<file path="src/caup_pkg.sv">
// Package for the clause store: codes, state encoding, control structs.
`default_nettype none
package caup_pkg;

	localparam int LIT_W = 9;
	localparam int TGT_W = 10;
	localparam int VAL_W = 2;
	localparam int ACT_W = 7;

	localparam logic [VAL_W-1:0] VAL_UNSET = 2'd0;
	localparam logic [VAL_W-1:0] VAL_FALSE = 2'd1;
	localparam logic [VAL_W-1:0] VAL_TRUE  = 2'd2;

	typedef enum logic [2:0] {
		MODE_APPEND = 3'd0,
		MODE_CLOSE  = 3'd1,
		MODE_ASSIGN = 3'd2,
		MODE_CHECK  = 3'd3,
		MODE_PROP   = 3'd4,
		MODE_CLEAR  = 3'd5,
		MODE_READ   = 3'd6,
		MODE_NOP    = 3'd7
	} mode_t;

	typedef enum logic [2:0] {
		PASS_ASSIGN,
		PASS_CHECK,
		PASS_FIND,
		PASS_CONFL,
		PASS_APPLY
	} pass_t;

	typedef enum logic [3:0] {
		S_INIT,
		S_IDLE,
		S_EXEC,
		S_ONE,
		S_FIND,
		S_CONFL,
		S_APPLY,
		S_CLR,
		S_VWAIT,
		S_DONE
	} state_t;

	typedef struct packed {
		logic  load;
		logic  append;
		logic  close;
		logic  clear;
		logic  sweep;
		logic  pass_start;
		pass_t kind;
		logic  var_capture;
		logic  record;
		logic  emit;
	} cmd_t;

	typedef struct packed {
		mode_t mode;
		logic  lit_zero;
		logic  pass_idle;
		logic  found;
		logic  conflict;
		logic  sweep_last;
		logic  out_free;
	} sts_t;

endpackage
`default_nettype wire

</file>
<file path="src/caup_ctrl.sv">
// Controller: sequences item execution, row scan passes and the variable clear sweep.
`default_nettype none
module caup_ctrl (
	input  wire logic            clk,
	input  wire logic            arst_n,
	input  wire logic            in_valid,
	output logic                 in_stall,
	input  wire caup_pkg::sts_t  sts,
	output caup_pkg::cmd_t       cmd
);

	caup_pkg::state_t state_q;
	caup_pkg::state_t state_d;

	always_ff @(posedge clk or negedge arst_n) begin
		if (!arst_n) begin
			state_q <= caup_pkg::S_INIT;
		end else begin
			state_q <= state_d;
		end
	end

	always_comb begin
		state_d = state_q;
		case (state_q)
			caup_pkg::S_INIT: begin
				if (sts.sweep_last) state_d = caup_pkg::S_IDLE;
			end
			caup_pkg::S_IDLE: begin
				if (in_valid) state_d = caup_pkg::S_EXEC;
			end
			caup_pkg::S_EXEC: begin
				case (sts.mode)
					caup_pkg::MODE_ASSIGN, caup_pkg::MODE_CHECK: begin
						state_d = sts.lit_zero ? caup_pkg::S_DONE : caup_pkg::S_ONE;
					end
					caup_pkg::MODE_PROP:  state_d = caup_pkg::S_FIND;
					caup_pkg::MODE_CLEAR: state_d = caup_pkg::S_CLR;
					caup_pkg::MODE_READ:  state_d = caup_pkg::S_VWAIT;
					default:              state_d = caup_pkg::S_DONE;
				endcase
			end
			caup_pkg::S_ONE: begin
				if (sts.pass_idle) state_d = caup_pkg::S_DONE;
			end
			caup_pkg::S_FIND: begin
				if (sts.pass_idle) begin
					state_d = sts.found ? caup_pkg::S_CONFL : caup_pkg::S_DONE;
				end
			end
			caup_pkg::S_CONFL: begin
				if (sts.pass_idle) begin
					state_d = sts.conflict ? caup_pkg::S_DONE : caup_pkg::S_APPLY;
				end
			end
			caup_pkg::S_APPLY: begin
				if (sts.pass_idle) state_d = caup_pkg::S_FIND;
			end
			caup_pkg::S_CLR: begin
				if (sts.sweep_last) state_d = caup_pkg::S_DONE;
			end
			caup_pkg::S_VWAIT: begin
				state_d = caup_pkg::S_DONE;
			end
			caup_pkg::S_DONE: begin
				if (sts.out_free) state_d = caup_pkg::S_IDLE;
			end
			default: begin
				state_d = caup_pkg::S_INIT;
			end
		endcase
	end

	always_comb begin
		cmd      = '0;
		cmd.kind = caup_pkg::PASS_ASSIGN;
		in_stall = state_q != caup_pkg::S_IDLE;
		case (state_q)
			caup_pkg::S_INIT: begin
				cmd.sweep = 1'b1;
			end
			caup_pkg::S_IDLE: begin
				cmd.load = in_valid;
			end
			caup_pkg::S_EXEC: begin
				case (sts.mode)
					caup_pkg::MODE_APPEND: cmd.append = 1'b1;
					caup_pkg::MODE_CLOSE:  cmd.close  = 1'b1;
					caup_pkg::MODE_ASSIGN: begin
						cmd.pass_start = !sts.lit_zero;
						cmd.kind       = caup_pkg::PASS_ASSIGN;
					end
					caup_pkg::MODE_CHECK: begin
						cmd.pass_start = !sts.lit_zero;
						cmd.kind       = caup_pkg::PASS_CHECK;
					end
					caup_pkg::MODE_PROP: begin
						cmd.pass_start = 1'b1;
						cmd.kind       = caup_pkg::PASS_FIND;
					end
					caup_pkg::MODE_CLEAR: cmd.clear = 1'b1;
					default: begin
					end
				endcase
			end
			caup_pkg::S_FIND: begin
				if (sts.pass_idle && sts.found) begin
					cmd.pass_start = 1'b1;
					cmd.kind       = caup_pkg::PASS_CONFL;
				end
			end
			caup_pkg::S_CONFL: begin
				if (sts.pass_idle && !sts.conflict) begin
					cmd.pass_start = 1'b1;
					cmd.kind       = caup_pkg::PASS_APPLY;
				end
			end
			caup_pkg::S_APPLY: begin
				if (sts.pass_idle) begin
					cmd.record     = 1'b1;
					cmd.pass_start = 1'b1;
					cmd.kind       = caup_pkg::PASS_FIND;
				end
			end
			caup_pkg::S_CLR: begin
				cmd.sweep = 1'b1;
			end
			caup_pkg::S_VWAIT: begin
				cmd.var_capture = 1'b1;
			end
			caup_pkg::S_DONE: begin
				cmd.emit = sts.out_free;
			end
			default: begin
			end
		endcase
	end

endmodule
`default_nettype wire

</file>
<file path="config.mk">
export PLATFORM = sky130hd
export DESIGN_NAME = caup_ctrl
export DESIGN_NICKNAME = d
export VERILOG_FILES = /design/src/caup_pkg.sv /design/src/caup_ctrl.sv
export SDC_FILE = /design/constraint.sdc
export NUM_CORES = 1
export LEC_CHECK = 0
export ABC_AREA = 1
export BUFFER_PORTS_ARGS = -buffer_cell sky130_fd_sc_hd__buf_2
export CAP_MARGIN = 15
export CORE_AREA = 2 2 39 41
export CTS_CLUSTER_SIZE = 20
export DETAILED_ROUTE_END_ITERATION = 10
export DIE_AREA = 0 0 41 43
export GPL_ROUTABILITY_DRIVEN = 0
export GPL_TIMING_DRIVEN = 1
export PLACE_DENSITY = 0.74
export SYNTH_ARGS = -nofsm -noshare
export SYNTH_HDL_FRONTEND = slang
export SYNTH_SLANG_ARGS = --single-unit
</file>
<file path="constraint.sdc">
create_clock -name clk -period 2.65 [get_ports clk]
set_input_delay 0.3975 -clock clk [delete_from_list [all_inputs] [get_ports clk]]
set_output_delay 0.3975 -clock clk [all_outputs]
set_load 0.01 [all_outputs]
</file>
==> out/metrics.yaml, run 1 <==
h-tree-depth: 1
ys.flop_type: "dfrtp_1"
grt_overflow_total: 0
nNetsFinal: 141
synth_edf_count: 0
vias: 685
num-fill-cells: 156
io_buffers: 24
final_area_um2: 734.5
drcViolationCount: 0
path_clk_slew_ps: 40
place_area_um2: 701.9
wl_per_cell_um: 9.427
maxCapViolCount: 0
pwr_density_cell_mw_per_mm2: 904.1
skew_ps: 6.153
hold_class: "in -> reg"
initial_core_util_pct: 41.41
n_antenna_cell: 0
syn-mean-instance-area_um2: 5.730
path_common_cell: "inv_2"
synth_area_um2: 573.1
reg.largest.list: "state_q (4)"
clock_latency_ps: 230
cts_tree: "built"
crit_required_ps: 2250
die_area_mm2: 0.001763
drive_above_1_share_pct: 37.80
cpPeakStageDelay_ps: 420
multi_input_area_um2: 390.4
post-route-period-util_pct: 71.79
worstSetupStartpointType: "flip-flop"
tns_ps: 0
drv_slew: 0
cts_sinks: 4
grt_usage_pct: 18.28
cts_root_buf: "clkbuf_4"
r2r_start: "state_q[1]$_DFFE_PN0P_"
grt_antenna_before_repair: 0
crit_chain: "nor2_2 > inv_2 > nor2_4 > inv_2 > o31ai_2 > buf_2"
critPathArrivalTime_ps: 1510
antenna_left: 0
drt-initial-drc-count: 17
slew_headroom_pct: 80.32
worstReg2RegEnd: "state_q[0]$_DFFE_PN0P_"
largest_reg_flops: 4
cp_num_cells: 6
fmax_ghz: 0.5256
synth_cells: 100
worst-path-buf-inv: 3
critical_path_class: "reg -> out"
numCtsBuffers: 3
end_kind: "primary output"
grt_pass1_wl_mm: 2.346
io_pins: 25
firstDrtPassIters: 4
grt_pass1_vias: 601
setup_viol: 0
status: "completed"
cts_resized: 0
synth.distinct_cells: 20
cpLargestDelayFamily: "flip-flops"
p_leak_nw: 0.4448
reg2reg_depth: 6
grt_max_degree: 9
chipHeight_um: 43
finalCriticalPeriod_ps: 1903
hpwl_mm: 1.188
die_width_um: 41
rrSetupSlack_ps: 1340
rsz0062_at_grt: "false"
vdd_drop_max_mv: 0.4127
wl_mm: 1.348
cp_slowest_cell: "dfrtp_1"
yosysSeqAreaShare_pct: 17.47
row_count: 14
hold_viol: 0
syn-num-nets: 112
areaGrowthSynthToFinish_pct: 28.17
cts_max_path_buffers: 2
async_flop_share_pct: 100.0
tightest_slew_ps: 295.2
ys_seq_elements: 4
core_mm2: 0.001384
yosysWarnings: 0
endpoint: "cmd[4]"
top_register: "state_q"
critPathMaxFanout: 6
seqCellArea_um2: 100.1
routed_via_density: 4.790
worstSetupStartpoint: "state_q[3]$_DFFE_PN0P_"
holdWs_ps: 455.5
cells in the final DEF, fill, tap and decap left out, types with 2 or more instances in the layout:
master    count
buf_2        24
clkbuf_4      3
dfrtp_1       4
inv_1        11
inv_2         8
nand2_1      31
nand2_2       3
nand3_1       9
nand3_2       3
nor2_1        9
nor2_2        3
nor2_4        3
nor3_1        4
o211ai_1      2
o21ai_0       2
o21ai_1       2
per-layer routing:
metal	up-vias	wire (um)	GRT usage [%]
met5	-	0	0
met4	0	0	2.000
met3	0	65	1.571
met2	20	680	30.63
met1	295	601	25.25
li1	370	-	-
cells in the mapped netlist (2+ instances only):
library cell / instances / area share, %
o21ai_0: 2 / 1.7
o21ai_1: 2 / 1.7
o211ai_1: 2 / 2.6
nand3_2: 3 / 5.2
nand2_1: 31 / 20
nor2_1: 9 / 5.9
inv_1: 11 / 7.2
nor2_2: 3 / 3.3
inv_2: 8 / 5.2
nor3_1: 4 / 3.5
nand3_1: 9 / 7.9
nand2_2: 3 / 3.3
nor2_4: 3 / 5.9
dfrtp_1: 4 / 17
kinds of logic (layout without fill, tap and decap cells):
logic type / count (synthesis) / after routing / synth area share, %
flip-flops: 4 / 4 / 17.47
AO/OA/AOI/OAI: 9 / 9 / 10.48
buffers and inverters: 20 / 47 / 14.41
AND/OR/NAND/NOR: 67 / 67 / 57.64
power by group:
part / leakage, nW / internal [mW] / switching (mW)
clock network: 0.0138 / 0.0506 / 0.0243
registers: 0.0518 / 0.0886 / 0.0453
logic: 0.379 / 0.159 / 0.296
total: 0.445 / 0.298 / 0.366
stage by stage:
stage                     std cells  setup slack [ps]  util [%]  power, mW
final                           143             747.5     53.07     0.6640
after global routing            143             602.1     53.07     0.7460
after CTS                       143             739.3     53.07     0.6712
after detailed placement        139             996.6     50.72     0.5934
after global placement          139              1034     50.72     0.5831
after floorplan                 100              1122         -     0.4870
what timing repair did:
action                                 in CTS  in global routing
setup buffers                               0                  0
endpoints found under the hold margin       4                  0
hold buffers                                1                  0
final cells by class:
type | count | area share (%)
Tap cell | 16 | 2.726
Timing Repair Buffer | 25 | 17.72
Clock buffer | 3 | 3.066
Sequential cell | 4 | 13.63
Inverter | 19 | 9.710
Multi-Input combinational cell | 76 | 53.15
how the worst min path moves through the flow:
stage / cells after the start / to / startpoint
detailed placement: 1 / state_q[1]$_DFFE_PN0P_ / arst_n
global route: 4 / state_q[3]$_DFFE_PN0P_ / sts[0]
global placement: 1 / state_q[0]$_DFFE_PN0P_ / arst_n
floorplan: 0 / state_q[0]$_DFFE_PN0P_ / arst_n
finish: 4 / state_q[3]$_DFFE_PN0P_ / sts[0]
CTS: 4 / state_q[3]$_DFFE_PN0P_ / sts[0]
worst register-to-register path, cell delays in order (launching register included):
cell	delay, ps
dfrtp_1	470
nor2_1	240
nand2_1	100
a21oi_1	190
nor2_2	90
nand2_1	60
nand2_1	50
(Power assumes the default switching activity.)
==> run 2, diff against run 1 <==
==> config.mk (replaced) <==
export PLATFORM = sky130hd
export DESIGN_NAME = caup_ctrl
export DESIGN_NICKNAME = d
export VERILOG_FILES = /design/src/caup_pkg.sv /design/src/caup_ctrl.sv
export SDC_FILE = /design/constraint.sdc
export NUM_CORES = 1
export LEC_CHECK = 0
export ABC_AREA = 0
export BUFFER_PORTS_ARGS = -buffer_cell sky130_fd_sc_hd__buf_2
export CAP_MARGIN = 15
export CORE_UTILIZATION = 39
export CTS_CLUSTER_SIZE = 20
export DETAILED_ROUTE_END_ITERATION = 10
export GPL_ROUTABILITY_DRIVEN = 0
export GPL_TIMING_DRIVEN = 1
export PLACE_DENSITY = 0.72
export SYNTH_ARGS = -nofsm -noshare
export SYNTH_HDL_FRONTEND = slang
export SYNTH_SLANG_ARGS = --single-unit
==> constraint.sdc (replaced) <==
create_clock -name clk -period 1.7 [get_ports clk]
set_input_delay 0.255 -clock clk [delete_from_list [all_inputs] [get_ports clk]]
set_output_delay 0.255 -clock clk [all_outputs]
set_load 0.01 [all_outputs]
==> run 2 against run 1 <==
The flow now finishes with violations (setup timing). Area after synthesis is 9.0% lower. Core utilization rose by 20 points. Hold slack worse by 98 ps. Via count increased by 1.9%. Global-route usage grew 4.7 points. Sequential cell count is the same. Sequential power grew 65%.
==> out/metrics.yaml, run 2 <==
async_flop_share_pct: 100.0  # unchanged
synth_top_area_share_pct: 19.18  # was 20.31%
power_mw: 1.345  # was 664.0 uW
fin_ws_ps: -146.1  # was 747.5 ps
synth_area_um2: 521.8  # was 573.1 um^2
row_count: 12  # was 14
maxCapViolCount: 0  # unchanged
yosysMostFrequentCell: "nor2_1"  # was nand2_1
pwr_density_cell_mw_per_mm2: 1581  # was 904.1 mW/mm^2
path_clk_slew_ps: 40  # about the same
layout_commonest_cell: "buf_2"  # was nand2_1
wl_mm: 1.636  # was 1.348 mm
worstReg2RegEnd: "state_q[1]$_DFFE_PN0P_"  # was state_q[0]$_DFFE_PN0P_
clock_latency_ps: 230  # about the same
rrSetupSlack_ps: -150  # was 1340 ps
cts_sinks: 4  # unchanged
syn-mean-instance-area_um2: 7.247  # was 5.730 um^2
hold_class: "in -> async"  # was in -> reg
synth_cells: 72  # was 100
grt_pass1_wl_mm: 2.394  # was 2.346 mm
tightest_slew_ps: 643.0  # was 295.2 ps
h-tree-depth: 1  # unchanged
vdd_drop_max_mv: 1.212  # was 0.4127 mV
critPathArrivalTime_ps: 1950  # was 1510 ps
n_antenna_cell: 0  # unchanged
io_pins: 25  # unchanged
hold_viol: 0  # unchanged
vias: 698  # was 685
end_kind: "flip-flop"  # was primary output
die_area_mm2: 0.001488  # was 0.001763 mm^2
grt_max_degree: 12  # was 9
worstSetupStartpointType: "flip-flop"  # unchanged
hpwl_mm: 1.060  # was 1.188 mm
critPathMaxFanout: 4  # was 6
synth_edf_count: 0  # unchanged
rsz0062_at_grt: "true"  # was false
setup_viol: 8  # was 0
cts_max_path_buffers: 2  # unchanged
drv_slew: 0  # unchanged
skew_ps: 3.227  # was 6.153 ps
antenna_left: 0  # unchanged
grt_usage_pct: 22.98  # was 18.28%
fmax_ghz: 0.5417
yosysWarnings: 0  # unchanged
routed_via_density: 5.675  # was 4.790
grt_pass1_vias: 607  # was 601
crit_required_ps: 1810  # was 2250 ps
chipHeight_um: 38.58  # was 43 um
core_mm2: 0.001171  # was 0.001384 mm^2
critical_path_class: "reg -> reg"  # was reg -> out
netlist_top_cells_area: "dfrtp_1, nand2b_1, nor2_1, o21ai_0, mux2_2"  # was nand2_1, dfrtp_1, nand3_1, inv_1, nor2_1
slew_headroom_pct: 57.13  # was 80.32%
largest_reg_flops: 4  # unchanged
syn-num-nets: 84  # was 112
drt-initial-drc-count: 26  # was 17
r2r_start: "state_q[1]$_DFFE_PN0P_"  # unchanged
areaGrowthSynthToFinish_pct: 63.07  # was 28.17%
drcViolationCount: 0  # unchanged
reg.largest.list: "state_q (4)"  # unchanged
ys.flop_type: "dfrtp_1"  # unchanged
post-route-period-util_pct: 108.6
cts_tree: "built"  # unchanged
io_buffers: 24  # unchanged
finalCriticalPeriod_ps: 1846
die_width_um: 38.58  # was 41 um
grt_antenna_before_repair: 0  # unchanged
cts_root_buf: "clkbuf_4"  # unchanged
grt_overflow_total: 0  # unchanged
p_leak_nw: 0.4081  # was 0.4448 nW
nNetsFinal: 123  # was 141
drive_above_1_share_pct: 55.96  # was 37.80%
ys_seq_elements: 4  # unchanged
numCtsBuffers: 3  # unchanged
layout_common_cells: "buf_2, buf_4, nor2_1"  # was nand2_1, buf_2, inv_1
wl_per_cell_um: 13.30  # was 9.427 um
final_util_pct: 72.65  # was 53.07%
netlist_top_cells_count: "nor2_1, nand2b_1, o21ai_0"  # was nand2_1, inv_1, nand3_1, nor2_1, inv_2
synth.largest_area_cell: "dfrtp_1"  # was nand2_1
yosysSeqAreaShare_pct: 19.18  # was 17.47%
status: "complete, but fails checks"  # was completed
synth.distinct_cells: 36  # was 20
initial_core_util_pct: 44.55  # was 41.41%
top_register: "state_q"  # unchanged
failed_checks: "setup timing"
firstDrtPassIters: 4  # unchanged
reg2reg_depth: 5  # was 6
## run 2: cell types whose count changed in the layout (fill, tap and decap cells not counted), sizes merged, moves of 3 or more
cell,before,now
nand2,34,4
buf,24,38
inv,19,4
nor3b,0,3
nand3,12,2
nor2,15,8
nand2b,0,6
## run 2: stage by stage
stage	setup TNS (ps)	hold slack, ps	std cells	instance area (um^2)	setup WS, ps
finish	-759.6	357.8	123	850.8	-146.1
global route	-1368	371.9	123	850.8	-202.0
CTS	-555.6	341.2	119	753.2	-88.50
detailed placement	-56.09	61.14	112	684.4	-33.22
global placement	0	59.97	112	684.4	16.27
floorplan	0	-40.59	72	521.8	33.48
## run 2: power by group
part           total (mW)  internal (mW)  switching, mW
logic                1.01          0.530          0.479
registers           0.221          0.148         0.0734
clock network       0.115         0.0788         0.0360
## run 2: critical path, stage by stage, from the launching register on
cell and delay [ps]:
dfrtp_1 410, buf_4 160, nand3_2 80, a21oi_2 70
a222oi_1 600, mux2_2 410
## run 2: routing by layer
metal	vias up	routed length (um)	track usage, %
li1	339	-	-
met1	333	702	24.82
met2	24	861	42.92
met3	2	52	0.5780
met4	0	19	14.66
met5	-	0	0
## run 2: worst max-delay path by stage
stage,cells after the start,to,from
floorplan,4,state_q[0]$_DFFE_PN0P_,state_q[2]$_DFFE_PN0P_
global placement,4,state_q[1]$_DFFE_PN0P_,state_q[2]$_DFFE_PN0P_
detailed placement,4,state_q[1]$_DFFE_PN0P_,state_q[2]$_DFFE_PN0P_
CTS,5,cmd[6],state_q[2]$_DFFE_PN0P_
global route,5,state_q[1]$_DFFE_PN0P_,state_q[1]$_DFFE_PN0P_
finish,5,state_q[1]$_DFFE_PN0P_,state_q[1]$_DFFE_PN0P_
## run 2: timing repair
action / in CTS / in global routing
hold endpoints to repair: 4 / 0
pin swaps: 4 / 5
setup endpoints to repair: 12 / 14
setup buffers: 3 / 4
hold buffers: 1 / 0
resized for setup: 5 / 14
## run 2: layout make-up
class	count	area [um^2]
inverters	4	15.01
fillers	89	320.3
clock buffers	3	22.52
multi-input cells	59	445.4
well taps	14	17.52
repair buffers	39	246.5
flip-flops and latches	4	103.9
## run 2: kinds of logic after synthesis
kind of cell / count (synthesis) / share of synthesized area, %
simple gates: 35 / 36.69
flops: 4 / 19.19
xor+xnor: 1 / 1.679
buf+inv: 9 / 8.151
mux: 3 / 6.235
compound gates: 20 / 28.06
==> run 3, diff against run 2 <==
==> constraint.sdc (replaced) <==
create_clock -name clk -period 1.7 [get_ports clk]
set_input_delay 0.255 -clock clk [delete_from_list [all_inputs] [get_ports clk]]
set_output_delay 0.255 -clock clk [all_outputs]
set_load 0.1 [all_outputs]
==> run 3 against run 2 <==
Area after synthesis stayed put. Synthesized cell count did not move. The flow now stops in clock tree synthesis (4_1_cts).
==> out/metrics.yaml, run 3 <==
synth_edf_count: 0  # unchanged
synth_compound_area_share_pct: 28.06  # unchanged
h-tree-depth: 1  # unchanged
first-error: "[ERROR DPL-0038] Utilization greater than 100%, impossible to legalize"
post-cts-setup-buffers: 11  # was 3
syn-num-nets: 84  # unchanged
synth_area_um2: 521.8  # unchanged
hpwl_mm: 2.183  # was 1.060 mm
yosysMostFrequentCell: "nor2_1"  # unchanged
synth_mux_area_share_pct: 6.235  # unchanged
hold_buffers: 1  # unchanged
cts_root_buf: "clkbuf_4"  # unchanged
synth_top_area_share_pct: 19.18  # unchanged
yosysWarnings: 0  # unchanged
place_area_mm2: 0.001124  # was 684.4 um^2
failed_stage: "clock tree synthesis (4_1_cts)"
die_width_um: 38.58  # unchanged
ys_seq_elements: 4  # unchanged
synth_simple_gate_area_share_pct: 36.69  # unchanged
status: "aborted with a tool error"  # was complete, but fails checks
row_count: 12  # unchanged
synth.largest_area_cell: "dfrtp_1"  # unchanged
ys.flop_type: "dfrtp_1"  # unchanged
chipHeight_um: 38.58  # unchanged
async_flop_share_pct: 100.0  # unchanged
cts_resized: 24  # was 5
synth_top_family_by_area: "simple AND/OR/NAND/NOR gates"  # unchanged
io_pins: 25  # unchanged
cts_sinks: 4  # unchanged
netlist_top_cells_count: "nor2_1, nand2b_1, o21ai_0"  # unchanged
synthXorXnorAreaFrac_pct: 1.679  # unchanged
io_buffers: 24  # unchanged
numCtsBuffers: 3  # unchanged
initial_core_util_pct: 44.55  # unchanged
pre_cts_ws_ps: -84.70  # was -33.22 ps
netlist_top_cells_area: "dfrtp_1, nand2b_1, nor2_1, o21ai_0, mux2_2"  # unchanged
syn-mean-instance-area_um2: 7.247  # unchanged
cts_max_path_buffers: 2  # unchanged
synth.distinct_cells: 36  # unchanged
yosysSeqAreaShare_pct: 19.18  # unchanged
synth_fa_ha_area_share_pct: 0  # unchanged
synth_cells: 72  # unchanged
-- run 3: cell counts after synthesis --
No cell type changed its count.
-- run 3: kinds of logic after synthesis --
logic type      after synthesis
mux                           3
simple gates                 35
buf+inv                       9
flops                         4
compound gates               20
xor+xnor                      1
-- run 3: per-stage QoR --
stage | setup TNS [ps] | cells
after floorplan | -4428 | 72
after global placement | 0 | 124
after detailed placement | -406.7 | 124
==> run 4, diff against run 3 <==
--- a/config.mk
+++ b/config.mk
@@ -8,12 +8,12 @@
 export ABC_AREA = 0
 export BUFFER_PORTS_ARGS = -buffer_cell sky130_fd_sc_hd__buf_2
 export CAP_MARGIN = 15
-export CORE_UTILIZATION = 39
-export CTS_CLUSTER_SIZE = 20
+export CORE_AREA = 2 2 63 65
 export DETAILED_ROUTE_END_ITERATION = 10
+export DIE_AREA = 0 0 65 67
 export GPL_ROUTABILITY_DRIVEN = 0
 export GPL_TIMING_DRIVEN = 1
-export PLACE_DENSITY = 0.72
+export PLACE_DENSITY_LB_ADDON = 0.15
 export SYNTH_ARGS = -nofsm -noshare
 export SYNTH_HDL_FRONTEND = slang
 export SYNTH_SLANG_ARGS = --single-unit
==> constraint.sdc (replaced) <==
create_clock -name clk -period 2.2 [get_ports clk]
set_input_delay 0.33 -clock clk [delete_from_list [all_inputs] [get_ports clk]]
set_output_delay 0.33 -clock clk [all_outputs]
set_load 0.1 [all_outputs]
==> run 4 against run 3 <==
The run now ends clean.
==> out/metrics.yaml, run 4 (synthesis results as in run 2) <==
worstSetupStartpointType: "flip-flop"
grt_pass1_vias: 644
final_util_pct: 29.42
hold_class: "in -> async"
post-route-period-util_pct: 93.15
p_leak_nw: 0.4125
cts_root_buf: "clkbuf_8"  # was clkbuf_4
drive_above_1_share_pct: 54.55
vdd_drop_max_mv: 0.8162
io_pins: 25  # unchanged
row_count: 22  # was 12
die_width_um: 65  # was 38.58 um
reg.largest.list: "state_q (4)"
hold_viol: 0
finalCriticalPeriod_ps: 2049
fmax_ghz: 0.4880
layout_commonest_cell: "buf_2"
areaGrowthSynthToFinish_pct: 103.4
firstDrtPassIters: 4
critPathMaxFanout: 13
pwr_density_cell_mw_per_mm2: 1379
cts_sinks: 4  # unchanged
crit_required_ps: 1870
pre_cts_ws_ps: 274.2  # was -84.70 ps
cts_tree: "built"
drcViolationCount: 0
status: "completed"  # was aborted with a tool error
drv_slew: 0
r2r_start: "state_q[2]$_DFFE_PN0P_"
wl_mm: 1.766
rsz0062_at_grt: "false"
grt_max_degree: 16
layout_common_cells: "buf_2, buf_12, nand2b_1, nor2_1, o21ai_0"
core_mm2: 0.003606
clock_latency_ps: 210
largest_reg_flops: 4
fin_ws_ps: 150.6
path_clk_slew_ps: 30
nNetsFinal: 113
drt-initial-drc-count: 26
vias: 641
tightest_slew_ps: 485.8
chipHeight_um: 67  # was 38.58 um
dp_cells: 143  # was 124
n_antenna_cell: 0
stdcell_count: 147
io_buffers: 24  # unchanged
critPathArrivalTime_ps: 1720
worstSetupStartpoint: "state_q[0]$_DFFE_PN0P_"
post-cts-setup-buffers: 0  # was 11
critical_path_class: "reg -> out"
antenna_left: 0
hpwl_mm: 1.467  # was 2.183 mm
maxCapViolCount: 0
grt_usage_pct: 8.803
setup_viol: 0
die_area_mm2: 0.004355
slew_headroom_pct: 67.83
initial_core_util_pct: 14.47  # was 44.55%
holdWs_ps: 452.1
grt_overflow_total: 0
top_register: "state_q"
tns_ps: 0
wl_per_cell_um: 12.01
cts_max_path_buffers: 2  # unchanged
h-tree-depth: 1  # unchanged
routed_via_density: 4.361
num-fill-cells: 384
end_kind: "primary output"
grt_pass1_wl_mm: 2.953
skew_ps: 0.2561
grt_antenna_before_repair: 0
numCtsBuffers: 3  # unchanged
## run 4: final cells by class
| class | count | area [um^2] | area share [%] |
|---|---|---|---|
| tap | 48 | 60.06 | 5.660 |
| sequential | 4 | 103.9 | 9.788 |
| inverter | 4 | 15.01 | 1.415 |
| clock buffer | 3 | 41.29 | 3.892 |
| multi-input combinational | 59 | 515.5 | 48.58 |
| timing repair buffer | 29 | 325.3 | 30.66 |
## run 4: routing by layer
metal  routed length [um]  GRT usage (%)
met1                  812          11.21
met2                  900          14.95
met3                   52         0.3378
met4                    0          4.787
met5                    0              0
## run 4: metrics by stage
step                      area [um^2]  power, mW
after floorplan                 673.1      1.061
after global placement           1006      1.318
after detailed placement         1006      1.318
after CTS                        1057      1.474
after global routing             1061      1.563
final                            1061      1.463
## run 4: path summary, 6_finish.rpt
check | to | slack, ps | cells past startpoint
hold reg to reg | state_q[0]$_DFFE_PN0P_ | 690 | 1
setup reg to reg | state_q[0]$_DFFE_PN0P_ | 430 | 5
max in group asynchronous | state_q[1]$_DFFE_PN0P_ | 1620 | 2
setup / recovery | cmd[3] | 150 | 5
hold / removal | state_q[0]$_DFFE_PN0P_ | 450 | 2
min in group clk | state_q[3]$_DFFE_PN0P_ | 470 | 3
## run 4: critical path, stage by stage (launching register included)
cell,delay [ps]
dfrtp_2,470
nand2b_1,230
nor3_4,150
nand2_2,120
o32ai_4,320
buf_12,210
## run 4: timing repair
item,in CTS,in global routing
hold endpoints to repair,4,0
hold buffers,1,0
endpoints found under the setup margin,0,4
gates resized for setup,0,3
## run 4: report_power, final
group          internal, mW  leakage (nW)  switching, mW
Combinational         0.425         0.344          0.673
Sequential            0.114        0.0468          0.103
Clock                 0.116        0.0216         0.0316
